$ cat src/rtl/assert_macros.svh
// Assertion macros for RTL that checks its own behaviour; the top level includes them.
`ifndef ASSERT_MACROS_SVH
`define ASSERT_MACROS_SVH

// Antecedent true at an edge implies consequent at the same edge.
`define ASSERT_SAME(label, clk, rst, ante, cons) \
  label: assert property (@(posedge clk) disable iff (rst) (ante) |-> (cons)) \
    else $error("assertion failed");

// Antecedent true at an edge implies consequent at the following edge.
`define ASSERT_NEXT(label, clk, rst, ante, cons) \
  label: assert property (@(posedge clk) disable iff (rst) (ante) |=> (cons)) \
    else $error("assertion failed");

`endif

$ cat src/rtl/mdpt_pkg.sv
// Package with shared constants and types of the minimum distance thinning block.
package mdpt_pkg;

  localparam int MAX_KEPT_DEF   = 256;
  localparam int COORD_BITS_DEF = 12;
  localparam int DIST_W         = 12;
  localparam int LIM_W          = 2 * DIST_W;
  localparam int SLOT_W         = 8;

  // Control travelling from one cell to its lower neighbour.
  typedef struct packed {
    logic qv;    // query stage holds a transaction's point
    logic done;  // square stage holds a valid result
    logic fail;  // some cell so far found a point too close
  } link_t;

endpackage

$ cat src/rtl/mdpt_cell.sv
// One cell of the comparison chain: a stored point and a two-stage distance check.
module mdpt_cell #(
  parameter int COORD_BITS = mdpt_pkg::COORD_BITS_DEF
) (
  input  logic                       clk,
  input  logic                       rst,
  input  logic                       inj,
  input  logic                       wr_en,
  input  logic [COORD_BITS-1:0]      ld_x,
  input  logic [COORD_BITS-1:0]      ld_y,
  input  logic [COORD_BITS-1:0]      ld_z,
  input  logic [mdpt_pkg::LIM_W-1:0] limit,
  input  mdpt_pkg::link_t            nbr_link,
  input  logic [COORD_BITS-1:0]      nbr_x,
  input  logic [COORD_BITS-1:0]      nbr_y,
  input  logic [COORD_BITS-1:0]      nbr_z,
  output mdpt_pkg::link_t            link,
  output logic [COORD_BITS-1:0]      qx,
  output logic [COORD_BITS-1:0]      qy,
  output logic [COORD_BITS-1:0]      qz
);

  localparam int D_W   = COORD_BITS + 1;
  localparam int SQ_W  = 2 * COORD_BITS + 2;
  localparam int CMP_W = (SQ_W > mdpt_pkg::LIM_W) ? SQ_W : mdpt_pkg::LIM_W;

  logic [COORD_BITS-1:0] sx, sy, sz;
  logic                  qv;
  logic                  sv, sf;
  logic [SQ_W-1:0]       sqx, sqy, sqz;
  logic [D_W-1:0]        dx, dy, dz;
  logic [D_W-1:0]        mx, my, mz;
  logic [SQ_W-1:0]       sum;
  logic                  lt;

  always_ff @(posedge clk) begin
    if (wr_en) begin
      sx <= ld_x;
      sy <= ld_y;
      sz <= ld_z;
    end
  end

  always_ff @(posedge clk) begin
    if (rst) begin
      qv <= 1'b0;
    end else begin
      qv <= inj | nbr_link.qv;
    end
  end

  always_ff @(posedge clk) begin
    qx <= inj ? ld_x : nbr_x;
    qy <= inj ? ld_y : nbr_y;
    qz <= inj ? ld_z : nbr_z;
  end

  assign dx = {qx[COORD_BITS-1], qx} - {sx[COORD_BITS-1], sx};
  assign dy = {qy[COORD_BITS-1], qy} - {sy[COORD_BITS-1], sy};
  assign dz = {qz[COORD_BITS-1], qz} - {sz[COORD_BITS-1], sz};
  assign mx = dx[D_W-1] ? (~dx + 1'b1) : dx;
  assign my = dy[D_W-1] ? (~dy + 1'b1) : dy;
  assign mz = dz[D_W-1] ? (~dz + 1'b1) : dz;

  always_ff @(posedge clk) begin
    if (rst) begin
      sv <= 1'b0;
      sf <= 1'b0;
    end else begin
      sv <= qv;
      sf <= nbr_link.fail;
    end
  end

  always_ff @(posedge clk) begin
    sqx <= {{D_W{1'b0}}, mx} * {{D_W{1'b0}}, mx};
    sqy <= {{D_W{1'b0}}, my} * {{D_W{1'b0}}, my};
    sqz <= {{D_W{1'b0}}, mz} * {{D_W{1'b0}}, mz};
  end

  assign sum = sqx + sqy + sqz;
  assign lt  = CMP_W'(sum) < CMP_W'(limit);

  assign link.qv   = qv;
  assign link.done = sv;
  assign link.fail = sv & (sf | lt);

endmodule
$ cat config.mk
export PLATFORM = sky130hd
export DESIGN_NAME = mdpt_cell
export DESIGN_NICKNAME = d
export VERILOG_FILES = /design/src/rtl/assert_macros.svh /design/src/rtl/mdpt_pkg.sv /design/src/rtl/mdpt_cell.sv
export SDC_FILE = /design/constraint.sdc
export NUM_CORES = 1
export LEC_CHECK = 0
export BUFFER_PORTS_ARGS = -buffer_cell sky130_fd_sc_hd__buf_2
export CAP_MARGIN = 15
export CORE_AREA = 2 2 188 190
export CTS_BUF_LIST = sky130_fd_sc_hd__clkbuf_8
export DETAILED_ROUTE_END_ITERATION = 12
export DIE_AREA = 0 0 190 192
export GPL_ROUTABILITY_DRIVEN = 0
export GPL_TIMING_DRIVEN = 0
export PLACE_DENSITY = 0.83
export SKIP_CTS_REPAIR_TIMING = 1
export SLEW_MARGIN = 15
export SYNTH_ARGS = -nofsm -noshare
export SYNTH_HDL_FRONTEND = slang
export SYNTH_SLANG_ARGS = --single-unit
$ cat constraint.sdc
create_clock -name clk -period 18.1 [get_ports clk]
set_input_delay 3.62 -clock clk [delete_from_list [all_inputs] [get_ports clk]]
set_output_delay 3.62 -clock clk [all_outputs]
set_load 0.005 [all_outputs]
==> results of run 1 <==
[flip-flops by register name, summed over array words and instances (netlist names)]
| name | flops |
|---|---|
| qv | 1 |
| qx | 12 |
| qy | 12 |
| qz | 12 |
| sf | 1 |
| sqx | 25 |
| sqy | 25 |
| sqz | 25 |
| sv | 1 |
| sx | 12 |
| sy | 12 |
| sz | 12 |
[cells by family after synthesis]
logic type | Yosys count
other cells | 2
simple gates | 512
flops | 150
compound gates | 336
fa+ha+maj | 597
mux | 43
xor+xnor | 153
buf+inv | 597
[cells in the final DEF, fill, tap and decap left out, types with 25 or more instances in the layout]
cell type | synthesis | routed
nand2_1 | 143 | 143
fa_1 | 317 | 317
dfxtp_1 | 114 | 114
nor3_1 | 28 | 28
o21ai_0 | 52 | 52
xnor2_1 | 109 | 109
o21a_1 | 25 | 25
ha_1 | 280 | 280
clkbuf_1 | 26 | 26
buf_2 | 2 | 141
xor2_1 | 42 | 42
nand2b_1 | 30 | 30
a21oi_1 | 90 | 90
inv_1 | 560 | 560
nor2_1 | 196 | 196
conb_1 | 2 | 27
edfxtp_1 | 36 | 36
mux2_2 | 41 | 41
a21o_1 | 37 | 37
[synth_stat cells (all sizes together) (6+ instances only)]
master,n,area (um^2)
xor2,42,368
o31ai,8,60.1
buf,6,40.0
ha,280,3500
o31a,9,78.8
a21o,38,287
fa,317,6350
edfxtp,36,1080
inv,560,2100
nor4,15,130
nand4,8,50.1
nand3,21,105
mux2,41,462
or2,15,93.8
o21bai,19,143
a31oi,9,56.3
dfxtp,114,2280
and3,9,56.3
or4,6,52.6
o21ai,54,270
a211oi,15,113
nor2,196,736
a21oi,90,450
nand2b,30,188
o21a,25,188
xnor2,111,998
nor3,29,150
and2,9,60.1
nand2,144,543
nor2b,13,81.3
clkbuf,26,97.6
[path summary, 6_finish.rpt]
check / startpoint / to / slack, ns / depth (start not counted)
setup / recovery: limit[11] / link[0] / 8.65 / 13
hold / removal: qv / sv / 0.49 / 1
setup reg to reg: sx[2] / sqx[24] / 9.01 / 32
hold reg to reg: qv / sv / 0.49 / 1
[per-stage QoR]
step	worst slack, ns	util	instances
after floorplan	9.10	-	2415
after global placement	8.77	0.682	3009
after detailed placement	8.71	0.682	3009
after CTS	8.68	0.694	3041
after global routing	8.38	0.694	3041
final	8.65	0.694	3041
[cell type report]
| class | instances | area share |
|---|---|---|
| plain buffers | 32 | 0.00578 |
| clock buffers | 17 | 0.00983 |
| clock inverters | 15 | 0.00872 |
| inverters | 565 | 0.0891 |
| multi-input cells | 1668 | 0.692 |
| flip-flops and latches | 150 | 0.141 |
| well taps | 455 | 0.0239 |
| repair buffers | 139 | 0.0292 |
[metal layers]
metal / up-vias / wire length [um] / GRT usage
met5: - / 0 / 0
met4: 0 / 1450 / 0.103
li1: 7966 / - / -
met1: 8342 / 19800 / 0.342
met3: 113 / 2990 / 0.0395
met2: 597 / 24600 / 0.502
==> metrics.yaml, run 1 <==
outcome: "finished clean"
clockBufferDepth: 2
worst_pin_slew_ns: 0.952
fin_setup_tns_ns: 0
crit_family: "compound AO/OA/AOI/OAI gates"
grt_pass1_vias: 17737
setup_violations: 0
ys_ff_latch: 150
drt_iter0_markers: 991
slowest_delay_ns: 0.42
cp.buffers_inverters: 3
finish.instance_area_um2: 23800
fmax_mhz: 106
hpwl_um: 41900
floorplan.io_pins: 142
clock_insertion_delay_worst_skew_ns: 0.49
post_synth_inst_count: 2390
fp.dieArea_um2: 36500
grt.overflow.total: 0
io_buffer_count: 139
track_usage: 0.279
synth_sequential_area_ratio: 0.153
final_hold_viol_count: 0
floorplan.rows: 68
timing.clock.skew_ns: 0.0175
antenna_found_initial: 0
async_set_or_reset_register_ratio_after_synthesis: 0
cap_viol_max_count: 0
post_synth_instance_area_um2: 22000
chipHeight_um: 192
cts.sink_count: 150
min_period_over_period: 0.522
synth_top_family_by_area: "adder cells"
start_util: 0.642
root_buffer: "clkbuf_8"
area_growth_pct: 8.18
grt_start_max_net_pins: 37
ys_warn_count: 0
h-tree-depth: 4
layout.filler_cells: 2585
dr.pass1.iters: 6
max_slew_margin: 0.361
predominant_post_synthesis_flop_cell: "dfxtp_1"
area_fraction_in_and_or_nand_and_nor_cells_after_synthesis: 0.108
core_area_um2: 34300
rsz0062_at_grt: "no"
post_synth_xor_area_fraction: 0.0621
wl_um: 48900
layout-drive-gt1-share: 0.0990
regArea_um2: 3360
cts.reportedPaths.clkPinSlew_ns: 0.09
cp_max_fo: 2
timing_max_transition_violations_final: 0
critPathKind: "in -> out"
vias: 17018
die-width_um: 190
cts_buffers: 17
syn_avg_cell_area_um2: 9.21
synth-compound-area-share: 0.105
antenna_cells_inserted: 0
cp_data_arrival_time_ns: 5.83
hold_path_class: "reg -> reg"
worstSetupStartpointType: "input port"
tritoncts: "done"
crit_slowest_cell: "a2111oi_0"
synth_adder_area_share: 0.448
multiInputGateArea_um2: 16500
placement.cell_area_um2: 23400
number_of_enable_type_register_cells_in_the_synthesized_netlist: 36
route.antenna.remaining_nets: 0
nNetsFinal: 3273
viasPerCell: 5.60
drc_errors: 0
finalWorstPathRequiredPeriod_ns: 9.45
worst-endpoint-required_ns: 14.48
cp_cell_sequence: "buf_2 -> inv_1 -> ha_1 -> a211oi_1 -> nor2_1 -> nor3_1 -> nor2_1 -> o21ai_0 -> a211oi_1 -> a2111oi_0 -> a21oi_1 -> o41ai_1 -> buf_2"
synth_mux_area_frac: 0.0219
grt_pass1_wl_um: 81400
post_synth_num_cell_types: 85
crit_path_end_kind: "primary output"
routedWlPerCell_um: 16.1
whs_ns: 0.485
Power of run 1 is not shown: default switching activity piles up to over one toggle a cycle in this logic, so the estimate is an artifact.
==> run 2: changes to the inputs <==
==> constraint.sdc (replaced) <==
create_clock -name clk -period 9 [get_ports clk]
set_input_delay 1.8 -clock clk [delete_from_list [all_inputs] [get_ports clk]]
set_output_delay 1.8 -clock clk [all_outputs]
set_load 0.005 [all_outputs]
==> run 2 against run 1 <==
Against the previous run: clock skew down 0.00063 ns; highest routed layer unchanged; worst hold slack is essentially flat; design area increased by 0.48%; critical endpoint is now sqy[20]; critical path depth up 17.
==> metrics.yaml, run 2 (same netlist as run 1, synthesis figures left out) <==
outcome: "finished clean"
fin_setup_tns_ns: 0
most_frequent_standard_cell_in_the_layout_excluding_fill_and_tap_cells: "inv_1"
slowest_delay_ns: 0.72
place_inst: 3009
final_hold_viol_count: 0
hpwl_um: 41900
route.antenna.remaining_nets: 0
r2r.worst_path.cells: 30
nNetsFinal: 3276
crit_family: "adder cells"
track_usage: 0.279
critical_r2r_capture: "sqy[20]"
viasPerCell: 5.61
met3WireLength_um: 2890
cp_max_fo: 10
vias: 17076
finalWorstPathRequiredPeriod_ns: 8.54
endpoint: "sqy[20]"
final_cell_count_no_fill: 3044
timing_max_transition_violations_final: 0
grt_pass1_wl_um: 81400
worstSetupStartpointType: "flop"
cts_buffers: 17
io_buffer_count: 139
setup_violations: 0
crit_slowest_cell: "xnor2_1"
worst_slack_ns: 0.462
cap_viol_max_count: 0
hold_path_class: "reg -> reg"
final_cell_mix: "inv_1, fa_1, ha_1"
layout-drive-gt1-share: 0.106
drc_errors: 0
route.layer.met1.wl_um: 20100
grt_start_max_net_pins: 37
fp.dieArea_um2: 36500
floorplan.rows: 68
tritoncts: "done"
core_area_um2: 34300
die-width_um: 190
cts.reportedPaths.clkPinSlew_ns: 0.10
clock_insertion_delay_worst_skew_ns: 0.49
timing.clock.skew_ns: 0.0169
worst-endpoint-required_ns: 9.41
chipHeight_um: 192
routedWlPerCell_um: 16.2
start_util: 0.642
place_ws_ns: 0.0863
floorplan.io_pins: 142
cp_data_arrival_time_ns: 8.95
worst-path-stages: 30
area_growth_pct: 8.70
worst_r2r_startpoint: "qy[0]"
drt_iter0_markers: 1047
startpoint: "qy[0]"
route.top_layer_used: "met4"
r2r_slack_ns: 0.46
clockBufferDepth: 2
min_period_over_period: 0.949
worst_pin_slew_ns: 0.986
dr.pass1.iters: 6
antenna_cells_inserted: 0
dr_wl_met2_um: 24800
fmax_mhz: 117
antenna_found_initial: 0
grt.overflow.total: 0
critPathKind: "reg -> reg"
max_slew_margin: 0.338
worstHoldPathCells: 1
top_flop_regs: "sqx (25), sqy (25), sqz (25)"
whs_ns: 0.485
wl_um: 49200
h-tree-depth: 4
root_buffer: "clkbuf_8"
cp.buffers_inverters: 7
crit_path_end_kind: "flop"
cts.sink_count: 150
grt_pass1_vias: 17737
==> run 2: cell count changes in the layout (fill, tap and decap cells not counted) <==
cell        previous run  this run
clkbuf_1              26        24
o21bai_2               0         1
buf_4                  2         5
a2111oi_2              0         1
xnor2_1              109       104
clkinv_1               5         4
clkbuf_2               0         2
a2111oi_0              4         3
xor2_1                42        37
xor2_2                 0         5
o21bai_1              19        18
clkinvlp_4             2         3
xnor2_2                1         6
==> run 2: through the flow <==
stage           util  cell area, um^2
2_1_floorplan      -            22100
3_3_place_gp   0.682            23400
3_5_place_dp   0.682            23400
4_1_cts        0.694            23800
5_1_grt        0.698            23900
6_report       0.698            23900
==> run 2: worst register-to-register path: cells and delay by family, from the launching register on <==
family / cells / cell delay [ns]
XOR/XNOR: 2 / 0.86
flip-flops: 1 / 0.34
adder cells (fa/ha/maj): 8 / 3.45
AO/OA/AOI/OAI: 9 / 1.86
AND/OR/NAND/NOR: 4 / 0.87
buffers and inverters: 7 / 1.05
==> run 2: final cells by class <==
class | instances | area [um^2]
Sequential cell | 150 | 3360
Clock inverter | 15 | 208
Buffer | 32 | 140
Fill cell | 2567 | 10400
Inverter | 565 | 2120
Multi-Input combinational cell | 1668 | 16600
Timing Repair Buffer | 142 | 718
Clock buffer | 17 | 234
Tap cell | 455 | 569
==> run 2: per-layer routing <==
| layer | vias to the layer above | GRT usage |
|---|---|---|
| met5 | - | 0 |
| met4 | 0 | 0.103 |
| met3 | 101 | 0.0395 |
| met2 | 605 | 0.502 |
| met1 | 8399 | 0.342 |
| li1 | 7971 | - |
==> run 2: worst min path at each step <==
stage               start  to
finish                 qv  sv
detailed placement     qv  sv
CTS                    qv  sv
floorplan              qv  sv
global route           qv  sv
global placement       qv  sv
Power of run 2 is left out for the same reason.
==> run 3: changes to the inputs <==
==> constraint.sdc (replaced) <==
create_clock -name clk -period 9 [get_ports clk]
set_input_delay 0 -clock clk [delete_from_list [all_inputs] [get_ports clk]]
set_output_delay 0 -clock clk [all_outputs]
set_load 0.005 [all_outputs]
==> run 3 against run 2 <==
Against the previous run: global-route usage did not move; sequential cell count did not move; via count rose by 2.7%; non-clock buffer count rose by 75; critical path type unchanged.
==> metrics.yaml, run 3 (same netlist as run 1, synthesis figures left out) <==
top_flop_regs: "sqx (25), sqy (25), sqz (25)"
drt_iter0_markers: 1171
crit_slowest_cell: "xnor2_1"
core_area_um2: 34300
floorplan.rows: 68
final_hold_viol_count: 0
grt_pass1_wl_um: 81400
route.top_layer_used: "met4"
drc_errors: 0
cts_buffers: 17
routedWlPerCell_um: 16.6
dr.pass1.iters: 7
timing.clock.skew_ns: 0.0193
floorplan.io_pins: 142
worst_slack_ns: 0.469
nNetsFinal: 3351
worst-endpoint-required_ns: 9.41
final_cell_mix: "inv_1, fa_1, ha_1"
endpoint: "sqy[20]"
place_inst: 3009
crit_path_end_kind: "flop"
area_growth_pct: 12.1
track_usage: 0.279
finish.instance_area_um2: 24700
layout-drive-gt1-share: 0.103
placement.cell_area_um2: 23400
route.layer.met1.wl_um: 20600
layout.filler_cells: 2449
slowest_delay_ns: 0.71
r2r.worst_path.cells: 30
finalWorstPathRequiredPeriod_ns: 8.53
max_slew_margin: 0.337
start_util: 0.642
fmax_mhz: 117
cp_max_fo: 10
worst_r2r_startpoint: "qy[0]"
timing_max_transition_violations_final: 0
hold_path_class: "in -> reg"
io_buffer_count: 139
antenna_found_initial: 1
worst_pin_slew_ns: 0.994
hpwl_um: 41900
min_period_over_period: 0.948
fp.dieArea_um2: 36500
vias: 17543
grt.overflow.total: 0
chipHeight_um: 192
worstSetupStartpointType: "flop"
cts.reportedPaths.clkPinSlew_ns: 0.10
clockBufferDepth: 2
cp_data_arrival_time_ns: 8.94
cap_viol_max_count: 0
root_buffer: "clkbuf_8"
wl_um: 51800
final_cell_count_no_fill: 3120
grt_pass1_vias: 17737
dr_wl_met2_um: 26300
met3WireLength_um: 3180
clock_insertion_delay_worst_skew_ns: 0.49
tritoncts: "done"
h-tree-depth: 4
cts.sink_count: 150
worstHoldPathCells: 1
fin_setup_tns_ns: 0
route.antenna.remaining_nets: 0
die-width_um: 190
viasPerCell: 5.62
setup_violations: 0
critPathKind: "reg -> reg"
startpoint: "qy[0]"
most_frequent_standard_cell_in_the_layout_excluding_fill_and_tap_cells: "inv_1"
r2r_slack_ns: 0.47
grt_start_max_net_pins: 37
place_ws_ns: 0.0863
outcome: "finished clean"
critical_r2r_capture: "sqy[20]"
run 3: changes by cell type in the layout (fill, tap and decap cells not counted), sizes merged:
cell         previous run  this run
dlygate4sd3             0        75
diode                   0         1
run 3: worst min-delay path by stage:
stage / from / end / slack [ns]
finish: wr_en / sy[2] / 0.20
global route: ld_z[2] / sz[2] / 0.22
CTS: ld_y[11] / sy[11] / -0.34
detailed placement: ld_y[11] / sy[11] / 0.19
global placement: ld_z[8] / sz[8] / 0.19
floorplan: rst / sf / 0.07
run 3: cell type report:
type	instances	area (um^2)	share of cell area
multi-input combinational	1668	16600	0.671
clock buffer	17	234	0.00948
tap	455	569	0.0231
clock inverter	15	208	0.00842
buffer	32	140	0.00568
sequential	150	3360	0.136
timing repair buffer	217	1470	0.0595
antenna	1	2.50	0.000101
inverter	565	2120	0.0861
run 3: critical path: cells and delay by family (launching register included):
| family | cells | cell delay (ns) |
|---|---|---|
| AND/OR/NAND/NOR | 4 | 0.86 |
| AO/OA/AOI/OAI | 9 | 1.87 |
| XOR/XNOR | 2 | 0.85 |
| buffers and inverters | 7 | 1.06 |
| flip-flops | 1 | 0.34 |
| adder cells (fa/ha/maj) | 8 | 3.45 |
run 3: per-stage QoR:
stage | hold slack [ns] | util
finish | 0.205 | 0.720
global route | 0.222 | 0.720
CTS | -0.337 | 0.694
detailed placement | 0.191 | 0.682
global placement | 0.187 | 0.682
floorplan | 0.0716 | -
run 3: metal layers:
metal,vias to the layer above,global-route usage
met2,685,0.502
met1,8594,0.342
met4,0,0.103
met5,-,0
li1,8120,-
met3,144,0.0395
Power of run 3 is left out for the same reason.
